<file path="src/rtl/bba_pkg.sv">
// Shared types and constants of the buddy bitmap allocator.
package bba_pkg;

  localparam int unsigned MaxLevels   = 10;
  localparam int unsigned TreeNodes   = (1 << MaxLevels) - 1;
  localparam int unsigned NodeW       = MaxLevels;
  localparam int unsigned HeaderBytes = 4;
  localparam int unsigned MinLeaf     = 8;
  localparam int unsigned MaxLeaf     = 65536;

  typedef enum logic [1:0] {
    ST_OK       = 2'd0,
    ST_TOO_BIG  = 2'd1,
    ST_NO_MEM   = 2'd2,
    ST_NOT_BUSY = 2'd3
  } status_e;

  typedef enum logic [1:0] {
    REG_LEVELS   = 2'd0,
    REG_MIN_BLK  = 2'd1,
    REG_POOL     = 2'd2,
    REG_RESERVED = 2'd3
  } reg_idx_e;

  typedef struct packed {
    logic [3:0]  levels_in_use;
    logic [16:0] min_block_bytes;
    logic [25:0] pool_bytes;
  } cfg_t;

endpackage

</file>
<file path="src/rtl/bba_cfg_regs.sv">
// APB configuration registers of the buddy bitmap allocator.
module bba_cfg_regs (
  input  logic         clk_i,
  input  logic         rst_ni,
  input  logic         psel,
  input  logic         penable,
  input  logic         pwrite,
  input  logic [3:0]   paddr,
  input  logic [31:0]  pwdata,
  output logic [31:0]  prdata,
  output logic         pready,
  output bba_pkg::cfg_t cfg_o
);

  bba_pkg::cfg_t    cfg_q;
  bba_pkg::reg_idx_e idx;
  logic             wr;

  assign pready = 1'b1;
  assign idx    = bba_pkg::reg_idx_e'(paddr[3:2]);
  assign wr     = psel && penable && pwrite;
  assign cfg_o  = cfg_q;

  always_ff @(posedge clk_i or negedge rst_ni) begin
    if (!rst_ni) begin
      cfg_q.levels_in_use   <= 4'd5;
      cfg_q.min_block_bytes <= 17'd8;
      cfg_q.pool_bytes      <= 26'd256;
    end else if (wr) begin
      unique case (idx)
        bba_pkg::REG_LEVELS:   cfg_q.levels_in_use   <= pwdata[3:0];
        bba_pkg::REG_MIN_BLK:  cfg_q.min_block_bytes <= pwdata[16:0];
        bba_pkg::REG_POOL:     cfg_q.pool_bytes      <= pwdata[25:0];
        default: ;
      endcase
    end
  end

  always_comb begin
    unique case (idx)
      bba_pkg::REG_LEVELS:  prdata = {28'd0, cfg_q.levels_in_use};
      bba_pkg::REG_MIN_BLK: prdata = {15'd0, cfg_q.min_block_bytes};
      bba_pkg::REG_POOL:    prdata = {6'd0, cfg_q.pool_bytes};
      default:              prdata = 32'd0;
    endcase
  end

endmodule

</file>
<file path="src/rtl/bba_tree_ram.sv">
// Single-port busy-bit memory of the allocation tree, registered read.
module bba_tree_ram (
  input  logic                       clk_i,
  input  logic                       we_i,
  input  logic [bba_pkg::NodeW-1:0]  addr_i,
  input  logic                       wdata_i,
  output logic                       rdata_o
);

  logic mem [bba_pkg::TreeNodes];
  logic rdata_q;

  always_ff @(posedge clk_i) begin
    if (we_i) begin
      mem[addr_i] <= wdata_i;
    end
    rdata_q <= mem[addr_i];
  end

  assign rdata_o = rdata_q;

endmodule

</file>
<file path="src/rtl/bba_engine.sv">
// Sequencer that scans, marks and releases tree nodes one at a time.
module bba_engine (
  input  logic                       clk_i,
  input  logic                       rst_ni,
  input  bba_pkg::cfg_t              cfg_i,
  input  logic                       start_i,
  input  logic                       mode_i,
  input  logic [23:0]                request_bytes_i,
  input  logic [9:0]                 handle_i,
  output logic                       busy_o,
  output logic                       done_o,
  output logic [1:0]                 status_o,
  output logic [9:0]                 granted_handle_o,
  output logic [24:0]                byte_offset_o,
  output logic [25:0]                block_bytes_o,
  output logic                       mem_we_o,
  output logic [bba_pkg::NodeW-1:0]  mem_addr_o,
  output logic                       mem_wdata_o,
  input  logic                       mem_rdata_i
);

  typedef enum logic [13:0] {
    S_CLEAR     = 14'b00000000000001,
    S_IDLE      = 14'b00000000000010,
    S_CHECK     = 14'b00000000000100,
    S_LEVEL     = 14'b00000000001000,
    S_SCAN_RD   = 14'b00000000010000,
    S_SCAN_CHK  = 14'b00000000100000,
    S_ANC       = 14'b00000001000000,
    S_SUB       = 14'b00000010000000,
    S_MUL       = 14'b00000100000000,
    S_FREE_RD   = 14'b00001000000000,
    S_FREE_CHK  = 14'b00010000000000,
    S_WALK_RD   = 14'b00100000000000,
    S_WALK_CHK  = 14'b01000000000000,
    S_DONE      = 14'b10000000000000
  } state_e;

  localparam int unsigned NW = bba_pkg::NodeW;

  state_e            state_q, state_d;
  logic              mode_q;
  logic [24:0]       size_q;
  logic [NW-1:0]     handle_q;
  logic [25:0]       blk_q, blk_d;
  logic [3:0]        lvl_q, lvl_d, cnt_q, cnt_d;
  logic [NW-1:0]     first_q, first_d, idx_q, idx_d, ptr_q, ptr_d, clr_q, clr_d;
  logic [NW:0]       lo_q, lo_d, hi_q, hi_d, cur_q, cur_d;
  logic              val_q, val_d;
  bba_pkg::status_e  status_q, status_d;
  logic [NW-1:0]     gh_q, gh_d;
  logic [24:0]       off_q, off_d;
  logic [25:0]       bb_q, bb_d;

  logic [3:0]        lvl_eff;
  logic [16:0]       minb_eff;
  logic [NW-1:0]     nodes;
  logic [NW:0]       nodes_w, top, lo_n, hi_n;
  logic [25:0]       max_blk;
  logic [NW-1:0]     buddy, parent;
  logic [35:0]       prod;

  assign lvl_eff  = (cfg_i.levels_in_use > 4'(bba_pkg::MaxLevels - 1))
                    ? 4'(bba_pkg::MaxLevels - 1) : cfg_i.levels_in_use;
  assign minb_eff = (cfg_i.min_block_bytes < 17'(bba_pkg::MinLeaf)) ? 17'(bba_pkg::MinLeaf) :
                    (cfg_i.min_block_bytes > 17'(bba_pkg::MaxLeaf)) ? 17'(bba_pkg::MaxLeaf) :
                    cfg_i.min_block_bytes;
  assign nodes_w  = (NW+1)'(((NW+1)'(1) << (lvl_eff + 4'd1)) - (NW+1)'(1));
  assign nodes    = nodes_w[NW-1:0];
  assign max_blk  = 26'(minb_eff) << lvl_eff;
  assign top      = (hi_q < nodes_w) ? hi_q : nodes_w - (NW+1)'(1);
  assign lo_n     = {lo_q[NW-1:0], 1'b1};
  assign hi_n     = {hi_q[NW-1:0], 1'b0} + (NW+1)'(2);
  assign buddy    = ptr_q[0] ? ptr_q + NW'(1) : ptr_q - NW'(1);
  assign parent   = NW'((ptr_q - NW'(1)) >> 1);
  assign prod     = {26'd0, idx_q - first_q} * {10'd0, blk_q};

  always_ff @(posedge clk_i or negedge rst_ni) begin
    if (!rst_ni) begin
      state_q <= S_CLEAR;
      clr_q   <= '0;
    end else begin
      state_q <= state_d;
      clr_q   <= clr_d;
    end
  end

  always_ff @(posedge clk_i) begin
    if (state_q == S_IDLE && start_i) begin
      mode_q   <= mode_i;
      size_q   <= 25'(request_bytes_i) + 25'(bba_pkg::HeaderBytes);
      handle_q <= handle_i;
    end
    blk_q    <= blk_d;
    lvl_q    <= lvl_d;
    cnt_q    <= cnt_d;
    first_q  <= first_d;
    idx_q    <= idx_d;
    ptr_q    <= ptr_d;
    lo_q     <= lo_d;
    hi_q     <= hi_d;
    cur_q    <= cur_d;
    val_q    <= val_d;
    status_q <= status_d;
    gh_q     <= gh_d;
    off_q    <= off_d;
    bb_q     <= bb_d;
  end

  always_comb begin
    state_d     = state_q;
    clr_d       = clr_q;
    blk_d       = blk_q;
    lvl_d       = lvl_q;
    cnt_d       = cnt_q;
    first_d     = first_q;
    idx_d       = idx_q;
    ptr_d       = ptr_q;
    lo_d        = lo_q;
    hi_d        = hi_q;
    cur_d       = cur_q;
    val_d       = val_q;
    status_d    = status_q;
    gh_d        = gh_q;
    off_d       = off_q;
    bb_d        = bb_q;
    mem_we_o    = 1'b0;
    mem_addr_o  = idx_q;
    mem_wdata_o = 1'b0;
    unique case (state_q)
      S_CLEAR: begin
        mem_we_o   = 1'b1;
        mem_addr_o = clr_q;
        clr_d      = clr_q + NW'(1);
        if (clr_q == NW'(bba_pkg::TreeNodes - 1)) begin
          state_d = S_IDLE;
        end
      end
      S_IDLE: begin
        if (start_i) begin
          status_d = bba_pkg::ST_OK;
          gh_d     = '0;
          off_d    = '0;
          bb_d     = '0;
          state_d  = S_CHECK;
        end
      end
      S_CHECK: begin
        if (mode_q) begin
          if (handle_q >= nodes) begin
            status_d = bba_pkg::ST_NOT_BUSY;
            state_d  = S_DONE;
          end else begin
            state_d = S_FREE_RD;
          end
        end else if (26'(size_q) > cfg_i.pool_bytes || 26'(size_q) > max_blk) begin
          status_d = bba_pkg::ST_TOO_BIG;
          state_d  = S_DONE;
        end else begin
          blk_d   = 26'(minb_eff);
          lvl_d   = lvl_eff;
          cnt_d   = '0;
          state_d = S_LEVEL;
        end
      end
      S_LEVEL: begin
        if (cnt_q < lvl_eff && blk_q < 26'(size_q)) begin
          blk_d = blk_q << 1;
          lvl_d = lvl_q - 4'd1;
          cnt_d = cnt_q + 4'd1;
        end else begin
          first_d = NW'(((NW+1)'(1) << lvl_q) - (NW+1)'(1));
          idx_d   = NW'(((NW+1)'(1) << lvl_q) - (NW+1)'(1));
          state_d = S_SCAN_RD;
        end
      end
      S_SCAN_RD: begin
        mem_addr_o = idx_q;
        state_d    = S_SCAN_CHK;
      end
      S_SCAN_CHK: begin
        if (!mem_rdata_i) begin
          ptr_d   = idx_q;
          state_d = S_ANC;
        end else if (idx_q == {first_q[NW-2:0], 1'b0}) begin
          status_d = bba_pkg::ST_NO_MEM;
          state_d  = S_DONE;
        end else begin
          idx_d   = idx_q + NW'(1);
          state_d = S_SCAN_RD;
        end
      end
      S_ANC: begin
        mem_we_o    = 1'b1;
        mem_addr_o  = ptr_q;
        mem_wdata_o = 1'b1;
        if (ptr_q == '0) begin
          lo_d    = {1'b0, idx_q};
          hi_d    = {1'b0, idx_q};
          cur_d   = {1'b0, idx_q};
          val_d   = 1'b1;
          state_d = S_SUB;
        end else begin
          ptr_d = parent;
        end
      end
      S_SUB: begin
        mem_we_o    = 1'b1;
        mem_addr_o  = cur_q[NW-1:0];
        mem_wdata_o = val_q;
        if (cur_q == top) begin
          lo_d = lo_n;
          hi_d = hi_n;
          if (lo_n < nodes_w) begin
            cur_d = lo_n;
          end else if (mode_q) begin
            ptr_d   = handle_q;
            state_d = S_WALK_RD;
          end else begin
            state_d = S_MUL;
          end
        end else begin
          cur_d = cur_q + (NW+1)'(1);
        end
      end
      S_MUL: begin
        gh_d    = idx_q;
        off_d   = prod[24:0] + 25'(bba_pkg::HeaderBytes);
        bb_d    = blk_q;
        state_d = S_DONE;
      end
      S_FREE_RD: begin
        mem_addr_o = handle_q;
        state_d    = S_FREE_CHK;
      end
      S_FREE_CHK: begin
        if (!mem_rdata_i) begin
          status_d = bba_pkg::ST_NOT_BUSY;
          state_d  = S_DONE;
        end else begin
          lo_d    = {1'b0, handle_q};
          hi_d    = {1'b0, handle_q};
          cur_d   = {1'b0, handle_q};
          val_d   = 1'b0;
          state_d = S_SUB;
        end
      end
      S_WALK_RD: begin
        mem_addr_o = buddy;
        if (ptr_q == '0) begin
          state_d = S_DONE;
        end else begin
          state_d = S_WALK_CHK;
        end
      end
      S_WALK_CHK: begin
        if (buddy < nodes && mem_rdata_i) begin
          state_d = S_DONE;
        end else begin
          mem_we_o    = 1'b1;
          mem_addr_o  = parent;
          mem_wdata_o = 1'b0;
          ptr_d       = parent;
          state_d     = S_WALK_RD;
        end
      end
      S_DONE: begin
        state_d = S_IDLE;
      end
      default: begin
        state_d = S_IDLE;
      end
    endcase
  end

  assign busy_o           = (state_q != S_IDLE);
  assign done_o           = (state_q == S_DONE);
  assign status_o         = status_q;
  assign granted_handle_o = gh_q;
  assign byte_offset_o    = off_q;
  assign block_bytes_o    = bb_q;

endmodule

</file>
<file path="src/rtl/buddy_bitmap_allocator.sv">
// Top level of the buddy bitmap allocator: registers, sequencer and tree store.
// After reset the block sweeps the 1023-entry busy-bit store clear, one node a
// cycle, and holds busy high while it does so. A request is taken when start is
// high and busy low; its single result beat appears for one cycle on done_o and
// cannot be stalled. An allocate checks the request, takes level steps to pick a
// level, scans the nodes on that level (one store read and one check each),
// marks each node from the granted block up to the root and then each subtree
// node, does the offset multiply and gives the result. A free checks the handle,
// reads its busy bit, clears each subtree node, clears the parents on the upward
// walk until a buddy is busy or the root is reached, and gives the result; a
// refused request ends without writing the store. The tree store is single-port,
// so every read or write of a busy bit is a separate step.
module buddy_bitmap_allocator (
  input  logic         clk_i,
  input  logic         rst_ni,
  input  logic         psel,
  input  logic         penable,
  input  logic         pwrite,
  input  logic [3:0]   paddr,
  input  logic [31:0]  pwdata,
  output logic [31:0]  prdata,
  output logic         pready,
  input  logic         start,
  output logic         busy,
  input  logic         mode_i,
  input  logic [23:0]  request_bytes_i,
  input  logic [9:0]   handle_i,
  output logic         done_o,
  output logic [1:0]   status_o,
  output logic [9:0]   granted_handle_o,
  output logic [24:0]  byte_offset_o,
  output logic [25:0]  block_bytes_o
);

  bba_pkg::cfg_t                cfg;
  logic                         mem_we, mem_wdata, mem_rdata;
  logic [bba_pkg::NodeW-1:0]    mem_addr;

  bba_cfg_regs u_cfg (
    .clk_i   (clk_i),
    .rst_ni  (rst_ni),
    .psel    (psel),
    .penable (penable),
    .pwrite  (pwrite),
    .paddr   (paddr),
    .pwdata  (pwdata),
    .prdata  (prdata),
    .pready  (pready),
    .cfg_o   (cfg)
  );

  bba_tree_ram u_ram (
    .clk_i   (clk_i),
    .we_i    (mem_we),
    .addr_i  (mem_addr),
    .wdata_i (mem_wdata),
    .rdata_o (mem_rdata)
  );

  bba_engine u_eng (
    .clk_i            (clk_i),
    .rst_ni           (rst_ni),
    .cfg_i            (cfg),
    .start_i          (start),
    .mode_i           (mode_i),
    .request_bytes_i  (request_bytes_i),
    .handle_i         (handle_i),
    .busy_o           (busy),
    .done_o           (done_o),
    .status_o         (status_o),
    .granted_handle_o (granted_handle_o),
    .byte_offset_o    (byte_offset_o),
    .block_bytes_o    (block_bytes_o),
    .mem_we_o         (mem_we),
    .mem_addr_o       (mem_addr),
    .mem_wdata_o      (mem_wdata),
    .mem_rdata_i      (mem_rdata)
  );

`ifndef SYNTHESIS
  a_start_busy: assert property (@(posedge clk_i) disable iff (!rst_ni)
    (start && !busy) |=> busy) else $error("accepted beat did not raise busy");
  a_done_busy: assert property (@(posedge clk_i) disable iff (!rst_ni)
    done_o |-> busy) else $error("result beat while idle");
  a_done_single: assert property (@(posedge clk_i) disable iff (!rst_ni)
    done_o |=> !done_o) else $error("result beat repeated");
  a_fail_zero: assert property (@(posedge clk_i) disable iff (!rst_ni)
    (done_o && status_o != bba_pkg::ST_OK) |->
      (granted_handle_o == '0 && byte_offset_o == '0 && block_bytes_o == '0))
    else $error("failed request carries a grant");
`endif

endmodule

</file>
<file path="config.mk">
export PLATFORM = sky130hd
export DESIGN_NAME = buddy_bitmap_allocator
export DESIGN_NICKNAME = d
export VERILOG_FILES = /design/src/rtl/bba_pkg.sv /design/src/rtl/bba_cfg_regs.sv /design/src/rtl/bba_tree_ram.sv /design/src/rtl/bba_engine.sv /design/src/rtl/buddy_bitmap_allocator.sv
export SDC_FILE = /design/constraint.sdc
export NUM_CORES = 2
export LEC_CHECK = 0
export BUFFER_PORTS_ARGS = -buffer_cell sky130_fd_sc_hd__clkbuf_2
export CORE_UTILIZATION = 55
export DETAILED_ROUTE_END_ITERATION = 6
export GPL_TIMING_DRIVEN = 0
export PLACE_DENSITY = 0.72
export SKIP_CTS_REPAIR_TIMING = 1
export SLEW_MARGIN = 20
export SYNTH_ARGS = -nofsm -noshare
export SYNTH_HDL_FRONTEND = slang
export SYNTH_HIERARCHICAL = 1
export SYNTH_SLANG_ARGS = --single-unit
</file>
<file path="constraint.sdc">
create_clock -name clk_i -period 25.2 [get_ports clk_i]
set_clock_uncertainty 0.1 [all_clocks]
set_input_delay 5.04 -clock clk_i [delete_from_list [all_inputs] [get_ports clk_i]]
set_output_delay 5.04 -clock clk_i [all_outputs]
set_load 0.02 [all_outputs]
</file>
After elaboration in Yosys (flattened, before gate mapping)
Memories as Yosys holds them, arrays and structs flattened. A register that Yosys moved wholly into a read port is not among the register bits.
Index checks and enable logic that the tools add are counted.
{"block": "totals", "inputBits": 77, "ff_bits": 267, "ram_bits": 1023, "mem_count": 1, "wordCells": 202}
{"memory": "u_ram.mem", "depth": 1023, "width": 1, "rd": 1, "rd_ports_with_merged_regs": 1, "wr": 1, "line_no": "bba_tree_ram.sv:10", "rtl": "logic mem [bba_pkg::TreeNodes];"}
{"block": "op_classes", "bitwise_logic": 1, "order_cmp": 11, "muxes": 78, "n_shift": 3, "n_eq_ne": 41, "reduce_logical": 29, "addsub": 15, "multipliers": 1}
{"operator": "$mux 14", "n": 14}
{"operator": "$pmux 14 s13", "n": 1}
{"operator": "$mux 10", "n": 13}
{"operator": "$mux 26", "n": 4}
{"operator": "$pmux 26 s2", "n": 2}
{"operator": "$pmux 26 s3", "n": 1}
{"operator": "$mux 11", "n": 6}
{"operator": "$pmux 11 s3", "n": 2}
{"operator": "$pmux 10 s6", "n": 1}
{"operator": "$gt 25x26->1", "n": 2}
{"operator": "$pmux 25 s2", "n": 1}
{"operator": "$pmux 10 s2", "n": 2}
{"operator": "$pmux 10 s4", "n": 1}
{"operator": "$mux 17", "n": 2}
{"operator": "$add 10x1->10 const B", "n": 3}
{"operator": "$pmux 10 s3", "n": 1}
{"operator": "$mux 4", "n": 7}
{"operator": "$lt 26x25->1", "n": 1}
{"operator": "$mul 10x26->25", "n": 1}
{"operator": "$shl 17x4->26", "n": 1}
{"operator": "$add 24x3->25 const B", "n": 1}
{"operator": "$add 25x3->25 const B", "n": 1}
{"operator": "$mux 25", "n": 1}
{"operator": "$ne 2x2->1 const B", "n": 12}
{"operator": "61 further kinds", "n": 98}

Depth between registers and ports, before layout
{"block": "logic_depth", "word_depth": 11, "depth_mapped": 31, "depth_no_buf": 29}

Cells and area by module
The synthesis kept the hierarchy.
{"mod": "bba_tree_ram", "instances": 1, "cells_per_inst": 3318, "area_each_um2": 44373.8}
{"mod": "bba_engine", "instances": 1, "cells_per_inst": 2266, "area_each_um2": 21371.7}
{"mod": "bba_cfg_regs", "instances": 1, "cells_per_inst": 152, "area_each_um2": 2182.1}

Worst setup path before layout
OpenSTA, ideal clock, no wires.
{"block": "synth_path", "kind": "register to register", "from": "register u_eng.state_q[4]", "to": "memory u_ram.mem[0], data pin", "t_arrival_ns": 13.506, "period_less_slack_ns": 16.186, "path_slack_ns": 9.014, "path_stages_with_launch": 9, "cell_sequence": "dfrtp_1 -> nor4_1 -> and2_1 -> nand2_1 -> or3_4 -> nor3b_2 -> buf_2 -> buf_2 -> a21o_1"}
{"block": "synth_via", "elab_chain_cells": 2, "elab_cells_between_ends": 3}
{"element": "from (decl)", "line_no": "bba_engine.sv:41", "rtl": "state_e state_q, state_d;"}
{"element": "from (signal assigned)", "line_no": "bba_engine.sv:83", "rtl": "state_q <= state_d;"}
{"element": "$eq 14x8->1 / $eq 14x7->1 (equally long branches)", "line_no": "bba_engine.sv:130", "rtl": "unique case (state_q)"}
{"element": "$pmux 1 s2 *", "line_no": "bba_engine.sv:130"}
{"element": "named net mem_wdata", "line_no": "buddy_bitmap_allocator.sv:36", "rtl": "logic mem_we, mem_wdata, mem_rdata;"}
{"element": "to (decl)", "line_no": "bba_tree_ram.sv:10"}
The timed path passes the listed nets; every way through them passes the cells marked *.

Worst setup path in the final report
{"block": "layout_path", "from": "input paddr[3]", "to": "output prdata[10]"}
{"block": "layout_via", "elab_chain_cells": 2, "elab_cells_between_ends": 4}
{"element": "from (decl)", "line_no": "buddy_bitmap_allocator.sv:19", "rtl": "input logic [3:0] paddr,"}
{"element": "$eq 2x2->1 (tied with other cells)", "line_no": "bba_cfg_regs.sv:40", "rtl": "unique case (idx)"}
{"element": "$pmux 26 s3 *", "line_no": "bba_cfg_regs.sv:40"}
{"element": "to (decl)", "line_no": "buddy_bitmap_allocator.sv:21", "rtl": "output logic [31:0] prdata,"}
Mark *: on every way between the ends. The rest lies on a longest branch, timed or not.

==> summary.md <==
| Metric | Value |
|---|---|
| Status | `finished with violations` |
| Violated checks | `DRC` |
| GRT Overall Usage | `36.4%` |
| Area Overhead vs Synth | `11.6%` |
| Sequential power share | `43.6%` |
| Routed WL per cell | `29.5 microns` |
| CP Class | `primary input to output pin` |
| Tcrit/Tclk final | `46.8%` |
| Placeable core area | `122000 sq um` |
| I/O Pins | `175` |
| Storage element area | `38400 sq um` |
| RSZ-0062 raised after global routing | `false` |
| Clk network pwr share | `35.5%` |
| Starting Density | `55.6%` |
| Max Freq | `84.8 MHz` |
| Global-route wire length before repair | `327000 microns` |
| Crit path max fanout | `10` |
| Cells after synthesis | `5736` |
| Slew Limit Fails | `0` |
| Via count | `50800` |
| Skew-Pair Late Insertion Delay | `0.79 ns` |
| # DRC | `2` |
| CTS max path bufs | `3` |
| Area leader, netlist | `edfxtp_1` |
| Initial antenna violation count | `2` |
| Top post-synthesis cells by area | `edfxtp_1 (54%), nor2_1 (6.4%), mux2i_1 (6.4%)` |
| Die height | `353 microns` |
| FFs w/ async S/R, synth | `5.50%` |
| Placed insts | `7546` |
| Final min period | `11.79 ns` |
| Pin count of the biggest net entering global routing | `101` |
| Htree depth | `4` |
| Hold Path Class | `flop to flop` |
| Worst-Margin Slew | `1.36 ns` |
| Final worst slack | `13.41 ns` |
| Antenna Violating Nets Remaining | `0` |
| Crit-path leading delay family | `buffers and inverters` |
| Internal power | `4.00 mW` |
| WP data required | `20.06 ns` |
| Seq/Total Area, Yosys | `56.5%` |
| Hold slack | `0.391 ns` |
| Yosys cell types | `103` |
| Final Non-Filler Cells | `7798` |
| Worst vdd ir | `0.0000889 V` |
| Slowest-stage cell, CP | `clkbuf_1` |
| Detail Placement HPWL | `154000 microns` |
| Total negative slack | `0 ns` |
| Vias per inst | `6.51` |
| CP startpoint kind | `primary input` |
| Clock-pin transition on the worst setup and hold timing paths | `0.06 ns` |
| Total number of yosys warnings | `6` |
| Die Wd | `353 microns` |
| Buf+Inv Stages, Crit Path | `3` |
| Top_reg_cell synth | `edfxtp_1` |
| WL final | `230000 microns` |
| Critical Path Max Stage Delay | `0.52 ns` |
| IO buf count | `158` |
| Yosys top cell area share | `53.9%` |
| Most frequent CP cell | `clkbuf_2` |
| Grt total ovfl | `0` |
| Die Area | `125000 sq um` |
| # setup viols final | `0` |
| Hold Fails Final Rpt | `0` |
| Num CTS Buffers | `138` |
| Row count | `128` |
| Final net count | `6463` |
| Max-cap check violation count | `0` |
| Post-Syn Area per Cell | `11.8 sq um` |
| Number of global-route vias before repair | `48200` |
| Routability congestion estimate | `0.976` |
| Drt first-iter violations | `8461` |
| Crit path cell chain | `clkbuf_2 > nor2b_1 > clkbuf_1 > a22o_1 > clkbuf_2` |
| Static Leak | `29.4 nW` |
| Logic pwr share | `20.9%` |
| PwrDens | `74.7 nW/um^2` |
| Share of layout cells above drive strength 1 | `10.9%` |
| Clock sinks | `1291` |
| Post-synth EDFFs | `1219` |
| CP arrival | `6.65 ns` |
| Clk root buf | `clkbuf_16` |
| Total power | `5.66 mW` |
| Sw Share | `29.4%` |
| Synth Cell Area | `67900 sq um` |
| Fillers | `9648` |
| FF+latch count, synth | `1291` |
| TritonCTS clock tree | `done` |
| Area of the multi-input gates | `26500 sq um` |
| Net switching power | `1.67 mW` |
| Initial DRT Pass Iterations | `7` |
| Relative slew slack | `9.37%` |
| CP endpoint kind | `output pin` |
| Post-place setup slack | `13.48 ns` |
==> flip-flops by register name, indices dropped and copies added (netlist names), 11 cells and up <==
name and flops:
u_eng/state_q 14, u_eng/blk_q 26, u_eng/hi_q 11, u_eng/size_q 25
u_ram/mem 1023, u_eng/byte_offset_o 25, u_eng/cur_q 11, u_eng/block_bytes_o 26
u_cfg/cfg_o 47
==> stage by stage <==
stage / util [%] / cell area (sq um)
final: 62.0 / 75800
after detailed placement: 58.4 / 71300
after global placement: 57.9 / 70800
after global routing: 62.0 / 75800
after CTS: 62.0 / 75800
after floorplan: - / 68000
==> final cells by class <==
cell class	count	area share (%)
sequential	1291	50.7
multi-input combinational	3746	34.9
clock buffer	169	4.82
buffer	443	2.84
tap	1625	2.68
timing repair buffer	179	1.66
inverter	262	1.30
clock inverter	80	1.08
antenna	3	0.00990
==> kinds of logic after synthesis <==
group	synth area share [%]
AND/OR/NAND/NOR	13.7
flip-flops	56.5
buffers and inverters	4.60
adder cells (fa/ha/maj)	7.58
other	0.0221
XOR/XNOR	1.85
AO/OA/AOI/OAI	6.51
multiplexers	9.19
==> power groups by stage <==
| stage | clock network (mW) | logic, mW | registers [mW] |
|---|---|---|---|
| 3_3_place_gp | 0 | 1.13 | 2.52 |
| 2_1_floorplan | 0 | 0.801 | 2.52 |
| 4_1_cts | 2.02 | 1.17 | 2.47 |
| 5_1_grt | 2.10 | 1.31 | 2.47 |
| 6_report | 2.01 | 1.19 | 2.47 |
| 3_5_place_dp | 0 | 1.17 | 2.51 |
==> worst paths after layout <==
path | from | endpoint | depth (start not counted) | slack [ns]
worst max-delay path | paddr[3] | prdata[10] | 5 | 13.41
worst max register to register | u_cfg/cfg_o[45] | u_ram/rdata_o | 29 | 14.04
max in group asynchronous | rst_ni | u_cfg/cfg_o[8] | 2 | 20.17
worst min-delay path | u_eng/clr_q[7] | u_eng/clr_q[7] | 1 | 0.39
worst min register to register | u_eng/clr_q[7] | u_eng/clr_q[7] | 1 | 0.39
min in group asynchronous | rst_ni | u_eng/state_q[2] | 1 | 4.16
==> routing by layer <==
layer / up-vias / wire length [microns] / GRT usage (%)
met5: - / 12 / 0
met3: 785 / 32900 / 10.6
li1: 21000 / - / -
met4: 2 / 13500 / 18.7
met1: 25100 / 85500 / 49.5
met2: 3848 / 98400 / 53.3
==> synthesized netlist by cell type, drive strengths merged, types with 16 or more instances <==
master / count
edfxtp: 1219
fa: 144
and2: 138
a21oi: 92
nor2b: 64
clkbuf: 315
o22ai: 185
xnor2: 86
a21o: 51
o211ai: 25
nor3: 53
ha: 181
inv: 261
nor2: 1163
nand3: 81
xor2: 52
buf: 128
dfrtp: 66
nand2: 314
nor4: 40
nor3b: 19
a22oi: 48
nand2b: 42
o21a: 27
nand4: 44
mux2i: 432
a31oi: 16
mux4: 59
a22o: 24
and3: 30
mux2: 49
o21ai: 115
==> cells in the final DEF (no fill, tap or decap), drive strengths merged, types with 16 or more instances in the layout <==
cell type | netlist | routed
nor2b | 64 | 64
a22oi | 48 | 48
a21oi | 92 | 92
mux2i | 432 | 432
nand2b | 42 | 42
edfxtp | 1219 | 1219
nand4 | 44 | 44
xnor2 | 86 | 86
dfrtp | 66 | 66
fa | 144 | 144
and3 | 30 | 30
buf | 128 | 149
a22o | 24 | 24
xor2 | 52 | 52
nand2 | 314 | 314
o22ai | 185 | 185
mux2 | 49 | 49
clkbuf | 315 | 642
o21ai | 115 | 115
inv | 261 | 265
a21o | 51 | 51
a31oi | 16 | 16
nor3 | 53 | 53
nor4 | 40 | 40
mux4 | 59 | 59
o21a | 27 | 27
nor3b | 19 | 19
clkinv | 1 | 65
o211ai | 25 | 25
ha | 181 | 181
nand3 | 81 | 81
nor2 | 1163 | 1163
and2 | 138 | 138
Power figures use the tool's default switching activity.
